`src/design/ldrbox_pkg.sv`:
```
// Shared types, constants and the sRGB-to-linear table for the box downsampler.
package ldrbox_pkg;

    localparam int DEF_MAX_WIDTH  = 256;
    localparam int DEF_MAX_HEIGHT = 256;

    localparam int SIZE_W     = 9;
    localparam int CHCNT_W    = 3;
    localparam int BYTE_W     = 8;
    localparam int NUM_CH     = 4;
    localparam int CFG_IDX_W  = 3;
    localparam int CFG_DATA_W = 9;
    localparam int LIN_W      = 25;
    localparam int AREA_W     = 18;
    localparam int SUM_W      = 42;
    localparam int PROD_W     = LIN_W + AREA_W;
    localparam int NUM_W      = 27;
    localparam int DEN_W      = AREA_W;
    localparam int ROM_DEPTH  = 256;

    typedef enum logic [CFG_IDX_W-1:0] {
        REG_SRC_WIDTH,
        REG_SRC_HEIGHT,
        REG_DST_WIDTH,
        REG_DST_HEIGHT,
        REG_CHANNEL_COUNT,
        REG_COLOR_SEMANTIC,
        REG_SRGB_SPACE
    } reg_index_t;

    typedef enum logic [3:0] {
        CMD_NOP,
        CMD_LOAD,
        CMD_CAPTURE,
        CMD_DIV,
        CMD_SETUP,
        CMD_READ,
        CMD_ACC,
        CMD_SEARCH_INIT,
        CMD_SEARCH_MUL,
        CMD_SEARCH_CMP,
        CMD_MUL_UP,
        CMD_MUL_DN,
        CMD_SRGB_DONE,
        CMD_NEXT_CH,
        CMD_PUBLISH
    } dp_cmd_t;

    typedef enum logic [2:0] {
        DIV_BX,
        DIV_EX,
        DIV_BY,
        DIV_EY,
        DIV_MEAN
    } div_sel_t;

    typedef struct packed {
        dp_cmd_t  cmd;
        div_sel_t sel;
    } dp_ctl_t;

    typedef struct packed {
        logic query;
        logic bad;
        logic div_done;
        logic last;
        logic ch_used;
        logic ch_srgb;
        logic ch_last;
        logic search_done;
        logic out_free;
    } dp_stat_t;

    typedef logic [LIN_W-1:0] lin_rom_t [ROM_DEPTH];

    // Q24 linear light per sRGB code; linear segment below code 11
    function automatic lin_rom_t build_lin_rom();
        lin_rom_t rom;
        real      v;
        longint   lin;
        for (int c = 0; c < ROM_DEPTH; c++) begin
            if (c <= 10) begin
                lin = (longint'(c) * 64'd335544320 + 64'd32946) / 64'd65892;
                rom[c] = LIN_W'(lin);
            end
            else begin
                v = (real'(c) * 1000.0 + 14025.0) / 269025.0;
                v = 16777216.0 * $pow(v, 2.4);
                rom[c] = LIN_W'($rtoi(v + 0.5));
            end
        end
        return rom;
    endfunction

    localparam lin_rom_t LIN_ROM = build_lin_rom();

endpackage

```
`src/design/ldrbox_ctrl.sv`:
```
// Controller: sequences bounds, box walk, per-channel resolve and result transfer.
module ldrbox_ctrl (
    input  logic                 clk,
    input  logic                 rst_n,
    input  logic                 in_valid,
    output logic                 in_ready,
    input  ldrbox_pkg::dp_stat_t stat,
    output ldrbox_pkg::dp_ctl_t  ctl
);
    import ldrbox_pkg::*;

    typedef enum logic [4:0] {
        S_IDLE,
        S_CHECK,
        S_WBX,
        S_WEX,
        S_WBY,
        S_WEY,
        S_SETUP,
        S_RD,
        S_ACC,
        S_CH,
        S_WMEAN,
        S_SMUL,
        S_SCMP,
        S_MDN,
        S_SDONE,
        S_NEXT,
        S_PUB
    } state_t;

    state_t state_reg, state_next;

    always_ff @(posedge clk or negedge rst_n)
    begin
        if (!rst_n)
            state_reg <= S_IDLE;
        else
            state_reg <= state_next;
    end

    always_comb
    begin
        state_next = state_reg;
        ctl.cmd    = CMD_NOP;
        ctl.sel    = DIV_BX;
        case (state_reg)
            S_IDLE:
            begin
                if (in_valid)
                begin
                    if (stat.query)
                    begin
                        ctl.cmd    = CMD_CAPTURE;
                        state_next = S_CHECK;
                    end
                    else
                        ctl.cmd = CMD_LOAD;
                end
            end
            S_CHECK:
            begin
                if (stat.bad)
                    state_next = S_PUB;
                else
                begin
                    ctl.cmd    = CMD_DIV;
                    ctl.sel    = DIV_BX;
                    state_next = S_WBX;
                end
            end
            S_WBX:
            begin
                if (stat.div_done)
                begin
                    ctl.cmd    = CMD_DIV;
                    ctl.sel    = DIV_EX;
                    state_next = S_WEX;
                end
            end
            S_WEX:
            begin
                if (stat.div_done)
                begin
                    ctl.cmd    = CMD_DIV;
                    ctl.sel    = DIV_BY;
                    state_next = S_WBY;
                end
            end
            S_WBY:
            begin
                if (stat.div_done)
                begin
                    ctl.cmd    = CMD_DIV;
                    ctl.sel    = DIV_EY;
                    state_next = S_WEY;
                end
            end
            S_WEY:
            begin
                if (stat.div_done)
                    state_next = S_SETUP;
            end
            S_SETUP:
            begin
                ctl.cmd    = CMD_SETUP;
                state_next = S_RD;
            end
            S_RD:
            begin
                ctl.cmd    = CMD_READ;
                state_next = S_ACC;
            end
            S_ACC:
            begin
                ctl.cmd    = CMD_ACC;
                state_next = stat.last ? S_CH : S_RD;
            end
            S_CH:
            begin
                if (!stat.ch_used)
                    state_next = S_NEXT;
                else if (stat.ch_srgb)
                begin
                    ctl.cmd    = CMD_SEARCH_INIT;
                    state_next = S_SMUL;
                end
                else
                begin
                    ctl.cmd    = CMD_DIV;
                    ctl.sel    = DIV_MEAN;
                    state_next = S_WMEAN;
                end
            end
            S_WMEAN:
            begin
                ctl.sel = DIV_MEAN;
                if (stat.div_done)
                    state_next = S_NEXT;
            end
            S_SMUL:
            begin
                if (stat.search_done)
                begin
                    ctl.cmd    = CMD_MUL_UP;
                    state_next = S_MDN;
                end
                else
                begin
                    ctl.cmd    = CMD_SEARCH_MUL;
                    state_next = S_SCMP;
                end
            end
            S_SCMP:
            begin
                ctl.cmd    = CMD_SEARCH_CMP;
                state_next = S_SMUL;
            end
            S_MDN:
            begin
                ctl.cmd    = CMD_MUL_DN;
                state_next = S_SDONE;
            end
            S_SDONE:
            begin
                ctl.cmd    = CMD_SRGB_DONE;
                state_next = S_NEXT;
            end
            S_NEXT:
            begin
                if (stat.ch_last)
                    state_next = S_PUB;
                else
                begin
                    ctl.cmd    = CMD_NEXT_CH;
                    state_next = S_CH;
                end
            end
            S_PUB:
            begin
                if (stat.out_free)
                begin
                    ctl.cmd    = CMD_PUBLISH;
                    state_next = S_IDLE;
                end
            end
            default:
                state_next = S_IDLE;
        endcase
    end

    assign in_ready = state_reg == S_IDLE;

endmodule

```
`config.mk`:
```
export PLATFORM = sky130hd
export DESIGN_NAME = ldrbox_ctrl
export DESIGN_NICKNAME = d
export VERILOG_FILES = /design/src/design/ldrbox_pkg.sv /design/src/design/ldrbox_ctrl.sv
export SDC_FILE = /design/constraint.sdc
export NUM_CORES = 1
export LEC_CHECK = 0
export BUFFER_PORTS_ARGS = -buffer_cell sky130_fd_sc_hd__clkbuf_2
export CAP_MARGIN = 20
export CORE_MARGIN = 3
export CORE_UTILIZATION = 40
export CTS_CLUSTER_DIAMETER = 200
export DETAILED_ROUTE_END_ITERATION = 10
export GPL_ROUTABILITY_DRIVEN = 0
export HOLD_SLACK_MARGIN = 0.03
export PLACE_DENSITY = 0.65
export SLEW_MARGIN = 40
export SYNTH_ARGS = -nofsm -noshare
export SYNTH_HDL_FRONTEND = slang
export SYNTH_SLANG_ARGS = --single-unit
```
`constraint.sdc`:
```
create_clock -name clk -period 1.8 [get_ports clk]
set_clock_uncertainty 0.2 [all_clocks]
set_input_delay 0.18 -clock clk [delete_from_list [all_inputs] [get_ports clk]]
set_output_delay 0.18 -clock clk [all_outputs]
set_load 0.02 [all_outputs]
```
After elaboration in Yosys (flattened, before gate mapping)

Cells that the tools add are included.

Equal/unequal tests: 24
Mux-type cells: 29
Reduce and logical (&&, ||, !) cells: 2

Operators by type and width:

| operator                                              | number |
|---|---|
| case mux 5 bit (17 select lines)                      | 1 |
| two-way mux 5 bit                                     | 14 |
| case mux 4 bit (15 select lines)                      | 1 |
| == test 5 x 4 -> 1 bit, second input constant         | 8 |
| == test 5 x 3 -> 1 bit, second input constant         | 4 |
| case mux 3 bit (6 select lines)                       | 1 |
| two-way mux 4 bit                                     | 4 |
| inequality test 2 bit, second input constant          | 7 |
| == test 5 x 2 -> 1 bit, second input constant         | 2 |
| two-way mux 3 bit                                     | 3 |
| AND reduction 8 bit                                   | 1 |
| two-way mux 7 bit                                     | 1 |
| == test 5 x 1 -> 1 bit, second input constant         | 1 |
| == test 5 bit, second input constant                  | 1 |
| zero test 5 bit                                       | 1 |
| two-way mux 2 bit                                     | 2 |
| two-way mux 1 bit                                     | 2 |
| inequality test 2 x 1 -> 1 bit, second input constant | 1 |

Flip-flop bits (word level): 5
Input bits: 12
Output and inout bits: 8
Word-level logic and storage cells: 56

Depth between registers and ports, before layout

Gate-level depths: netlist of the first run.

Word-level depth: 3
Depth in mapped cells: 6
Gate-level depth less buffers: 4

Worst setup path after synthesis of the first run

OpenSTA, ideal clock, no wires.

Path kind: register -> output
From: register state_reg[1]
To: output port ctl[0] in the netlist's numbering
Arrival: 1,557 ps
Required time: 1,420 ps
Path slack: -137 ps
Stages on the path, launching flop included: 6
Path buffers: 3
Cells stage by stage: dfrtp_1 > buf_6 > buf_2 > buf_4 > xnor2_1 > nor4_1

RTL lines:

| element                | RTL line          | source |
|---|---|---|
| start, declared        | ldrbox_ctrl.sv:32 | `state_t state_reg, state_next;` |
| start signal, assigned | ldrbox_ctrl.sv:39 | `state_reg <= state_next;` |
| end, declared          | ldrbox_ctrl.sv:8  | `output ldrbox_pkg::dp_ctl_t ctl` |

==> qor.txt, run 1 <==
number of flops mapped to enable cells by yosys: 0
outcome: finished, violations left
Clock Tree Buf Depth: 2
min Tclk post-route: 2.10 ns
DP HPWL: 1.78 mm
nets@finish: 161
wirelength, routed: 2.76 mm
Synth area leaders: dfrtp_1 15%, mux2_4 5.6%, a31oi_1 5.4%, nand2b_1 3.9%, buf_4 3.7%
syn avg cell area: 8.11 sq um
Num CTS Buffers: 3
Worst Setup Slack, final: -0.301 ns
final setup fails: 11
Top FF cell, synth: dfrtp_1
Max VDD drop: 1.15 mV
Cells after Synth: 100
power density over the cells: 2030 nW/um^2
Yosys top cell area share: 15.4%
LEAKAGE: 0.583 nW
Worst-path clk slew: 0.04 ns
TritonCTS clock tree: built
Worst Setup Start Kind: flip-flop
final hold violations: 0
Top Ports: 20
Worst Path Class, Setup: reg -> out
post-route ant nets: 0
GR Overflow Total: 0
Worst EP arrival: 1.72 ns
register bit total from synthesis: 5
total chip power: 2.63 mW
number of DRC markers in iteration 0: 20
root buffer cell: clkbuf_4
drc violations: 0
fin crit share: 117%
mapped cell area: 811 sq um
worst hold-check slack: 0.0549 ns
pin count of the biggest net entering global routing: 13
post-synthesis sequential area ratio: 15.4%
die width: 51.0 um
I/O Buffers: 19
worst path required time: 1.42 ns
die height: 51.0 um
clock latency on the worst-skew pair: 0.25 ns
placed insts: 156
first-pass GRT wire length: 4.47 mm
Final Non-Filler Cells: 173
antenna violations before repair: 0
antenna cells: 0
Total Negative Setup Slacks: -1.81 ns
Post-synth ARST share: 100%
Routed WL per cell: 15.9 um
syn_nets: 112
RSZ-0062 raised after global routing: true
Max Cap Viol: 0
Yosys warning count: 0
total global-route track usage: 22.3%
failing checks: setup timing
core area: 1820 sq um
H-tree Lvls: 1
vias in the first global route: 941
synthesis-to-layout area growth: 60.2%
Rows: 15
router iterations before antenna repair: 4
Clock Sinks: 5
max reg flops: 5
via total after detailed routing: 985
relative slew slack: 79.0%
HP Class: in -> reg
Die Area: 2600 sq um
maximum clock frequency: 0.476 GHz
distinct cell type count after synthesis: 46
Yosys top cell by area: dfrtp_1
fillers: 140
worst slew pin tran: 0.315 ns
CP max FO: 7
share of layout cells above drive strength 1: 57.4%
Initial Utilization: 44.5%
final-report max-slew violation count: 0
drt via density: 5.69
kind of end point of the critical path: output port
[layout by cell type, fill, tap and decap left out, types with 2 or more instances in the layout]
cell,instances
clkbuf_2,11
nand2b_1,4
buf_6,7
o221ai_2,2
a31oi_1,6
dfrtp_2,4
nor2_1,8
nand2_1,6
buf_4,34
o22ai_1,2
mux2_4,3
o21ai_0,2
nor3_1,3
a22oi_1,2
nor2b_1,2
nor4_4,2
o21ai_1,3
clkbuf_4,3
inv_1,5
[worst max-delay path, cell delays in order (launching register included)]
cell and delay (ns):
dfrtp_2 0.47, buf_6 0.16, nand2b_4 0.13, a32oi_2 0.21, o22a_1 0.20, o221ai_2 0.12
buf_4 0.18
[per-stage QoR]
step | util [%] | instance area [sq um] | worst slack, ns
after floorplan | - | 830 | -0.000962
after global placement | 57.6 | 1050 | -0.0580
after detailed placement | 57.6 | 1050 | -0.131
after CTS | 67.2 | 1220 | -0.267
after global routing | 71.3 | 1300 | -0.378
final | 71.3 | 1300 | -0.301
[area by class of cell]
cell class | instances | area [sq um] | area share, %
sequential | 5 | 130 | 10.0
clock buffer | 4 | 26.3 | 2.02
inverter | 6 | 22.5 | 1.73
tap | 25 | 31.3 | 2.41
multi-input combinational | 79 | 674 | 51.9
timing repair buffer | 54 | 414 | 31.9
[report_power, final]
group          internal (mW)  switching, mW
clock network         0.0839         0.0470
logic                   1.18           1.02
registers              0.176          0.125
[cell families (layout without fill, tap and decap cells)]
kind of cell              Yosys count  count (layout)  synth area share [%]
AOI/OAI and AO/OA                  30              30                  30.4
xor gates and xnor gates            1               1                  1.08
buffers and inverters              16              64                  11.7
DFF                                 5               5                  15.4
muxes                               5               5                  8.02
and+or+nand+nor                    43              43                  33.3
[synthesized netlist by cell type (2+ instances only)]
master and number:
nor2_1 8, a31oi_1 7, nand2_1 6, dfrtp_1 5
inv_1 5, nand2b_1 5, buf_2 4, buf_4 4
nor2b_1 4, nor3_1 4, mux2_4 3, o21ai_1 3
a21oi_1 2, a22oi_1 2, a32oi_1 2, and2b_1 2
buf_6 2, mux2i_1 2, o21ai_0 2, o22ai_1 2
[layer usage]
metal	vias up	global-route usage, %	part of all wire [%]
met5	-	0	0
met4	0	5.38	0.69
met3	2	4.37	2.9
met2	27	38.6	51
met1	484	28.0	45
li1	472	-	-
[worst paths after layout]
path / startpoint / to / slack, ns / cells after the start
max in group asynchronous: rst_n / state_reg[1] / 1.14 / 2
min in group asynchronous: rst_n / state_reg[3] / 0.11 / 2
hold reg to reg: state_reg[3] / state_reg[4] / 0.62 / 3
setup / recovery: state_reg[3] / ctl[4] / -0.30 / 6
hold / removal: stat[2] / state_reg[4] / 0.05 / 3
setup reg to reg: state_reg[3] / state_reg[1] / -0.24 / 7
[repair_timing]
item | CTS | global route
endpoints found under the hold margin | 5 | 0
buffers inserted | 9 | 4
gates resized for setup | 21 | 22
hold buffers | 1 | 0
endpoints found under the setup margin | 11 | 11
pin swaps | 2 | 10
Power figures use the tool's default switching activity.
==> inputs of run 2 (changes only) <==
--- a/config.mk
+++ b/config.mk
@@ -7,7 +7,7 @@
 export LEC_CHECK = 0
 export BUFFER_PORTS_ARGS = -buffer_cell sky130_fd_sc_hd__clkbuf_2
 export CAP_MARGIN = 20
-export CORE_MARGIN = 3
+export CORE_MARGIN = 5
 export CORE_UTILIZATION = 40
 export CTS_CLUSTER_DIAMETER = 200
 export DETAILED_ROUTE_END_ITERATION = 10
==> qor.txt, run 2 (synthesized netlist as in run 1, its figures left out) <==
CP max FO: 7
GR Overflow Total: 0
final hold violations: 0
CP max stage delay: 0.46 ns
antenna violations before repair: 0
fin crit share: 111%
Clock Sinks: 5
Buf+Inv Stages, Crit Path: 1
core area: 1940 sq um
Max Cap Viol: 0
drt via density: 5.43
H-tree Lvls: 1
post-route ant nets: 0
Initial Utilization: 41.8%
die width: 55.0 um
via total after detailed routing: 983
vias in the first global route: 981
final setup fails: 11
P_sw: 1.21 mW
LEAKAGE: 0.615 nW
die height: 55.0 um
critical path, cell by cell: nor2b_1, a32oi_2, o22a_1, o221ai_2, clkbuf_8
root buffer cell: clkbuf_4
most frequent cells in the layout: 35 x buf_4, 11 x clkbuf_2, 11 x buf_6
share of layout cells above drive strength 1: 60.4%
Worst Setup Start Kind: flip-flop
antenna cells: 0
drc violations: 0
Routed WL per cell: 15.1 um
router iterations before antenna repair: 4
nets@finish: 167
sequential power share: 11.0%
synthesis-to-layout area growth: 68.5%
placed insts: 162
TritonCTS clock tree: built
Area after DPL: 1080 sq um
total chip power: 2.74 mW
Sw Ratio: 44.2%
Rows: 16
Worst EP arrival: 1.62 ns
clock group share of total power: 4.5%
combinational share of power: 84.5%
HP Class: in -> reg
worst hold-check slack: 0.0728 ns
DP HPWL: 1.84 mm
Worst Path Class, Setup: reg -> out
Total Negative Setup Slacks: -1.48 ns
clock latency on the worst-skew pair: 0.23 ns
commonest non-fill, non-tap cell in the layout: buf_4
Worst-path clk slew: 0.04 ns
critical path's slowest cell: dfrtp_2
Final Non-Filler Cells: 181
first-pass GRT wire length: 4.54 mm
Max VDD drop: 1.16 mV
Num CTS Buffers: 3
power density over the cells: 2010 nW/um^2
relative slew slack: 78.8%
RSZ-0062 raised after global routing: true
maximum clock frequency: 0.500 GHz
wirelength, routed: 2.73 mm
Die Area: 3030 sq um
final-report max-slew violation count: 0
delay-heaviest family, CP: compound AO/OA/AOI/OAI gates
fillers: 160
outcome: finished, violations left
total global-route track usage: 20.8%
number of DRC markers in iteration 0: 11
Final Cell Area: 1370 sq um
worst path required time: 1.42 ns
max reg flops: 5
min Tclk post-route: 2.00 ns
failing checks: setup timing
Worst Setup Slack, final: -0.200 ns
kind of end point of the critical path: output port
Top Ports: 20
pin count of the biggest net entering global routing: 11
Clock Tree Buf Depth: 2
worst slew pin tran: 0.317 ns
I/O Buffers: 19
Int Power: 1.53 mW
-- run 2: stage by stage --
step | setup slack, ns | utilization (%)
after global placement | -0.121 | 55.7
after CTS | -0.194 | 66.8
final | -0.200 | 70.4
after floorplan | -0.000962 | -
after global routing | -0.279 | 70.4
after detailed placement | -0.159 | 55.7
-- run 2: worst paths after layout --
check	startpoint	end	slack [ns]	cells past startpoint
min in group asynchronous	rst_n	state_reg[1]	0.10	2
max in group asynchronous	rst_n	state_reg[4]	1.15	2
max reg2reg	state_reg[3]	state_reg[2]	-0.18	7
min	stat[2]	state_reg[4]	0.07	3
max	state_reg[3]	ctl[4]	-0.20	5
min reg2reg	state_reg[1]	state_reg[4]	0.50	2
-- run 2: repair_timing --
| action | in CTS | in global routing |
|---|---|---|
| buffers inserted | 11 | 4 |
| resized for setup | 31 | 19 |
| pin swaps | 11 | 6 |
| setup endpoints to repair | 11 | 11 |
| endpoints found under the hold margin | 5 | 0 |
| hold buffers | 1 | 0 |
| cloned | 0 | 0 |
-- run 2: cell type report --
type / count / area [sq um] / area share (%)
timing repair buffer: 60 / 480 / 35.2
clock buffer: 4 / 26.3 / 1.92
sequential: 5 / 131 / 9.62
tap: 27 / 33.8 / 2.47
inverter: 6 / 22.5 / 1.65
multi-input combinational: 79 / 672 / 49.2
-- run 2: metal layers --
layer  track usage [%]  share of wire, %  vias to the layer above
met4              4.86              0.84                        0
met5                 0                 0                        -
met2              37.6                53                       22
met1              27.2                44                      474
li1                  -                 -                      483
met3             0.804               2.6                        4
-- run 2: worst register-to-register path, stage by stage, from the launching register on --
cell      delay, ns
dfrtp_2        0.46
buf_6          0.16
buf_6          0.12
buf_6          0.11
or2_0          0.21
a211oi_2       0.21
a31oi_1        0.11
mux2_4         0.28
-- run 2: power groups by stage --
stage	combinational, mW	sequential (mW)	clock, mW
CTS	2.14	0.293	0.128
detailed placement	1.73	0.311	0
global route	2.48	0.311	0.136
finish	2.32	0.300	0.124
global placement	1.69	0.307	0
floorplan	1.27	0.209	0
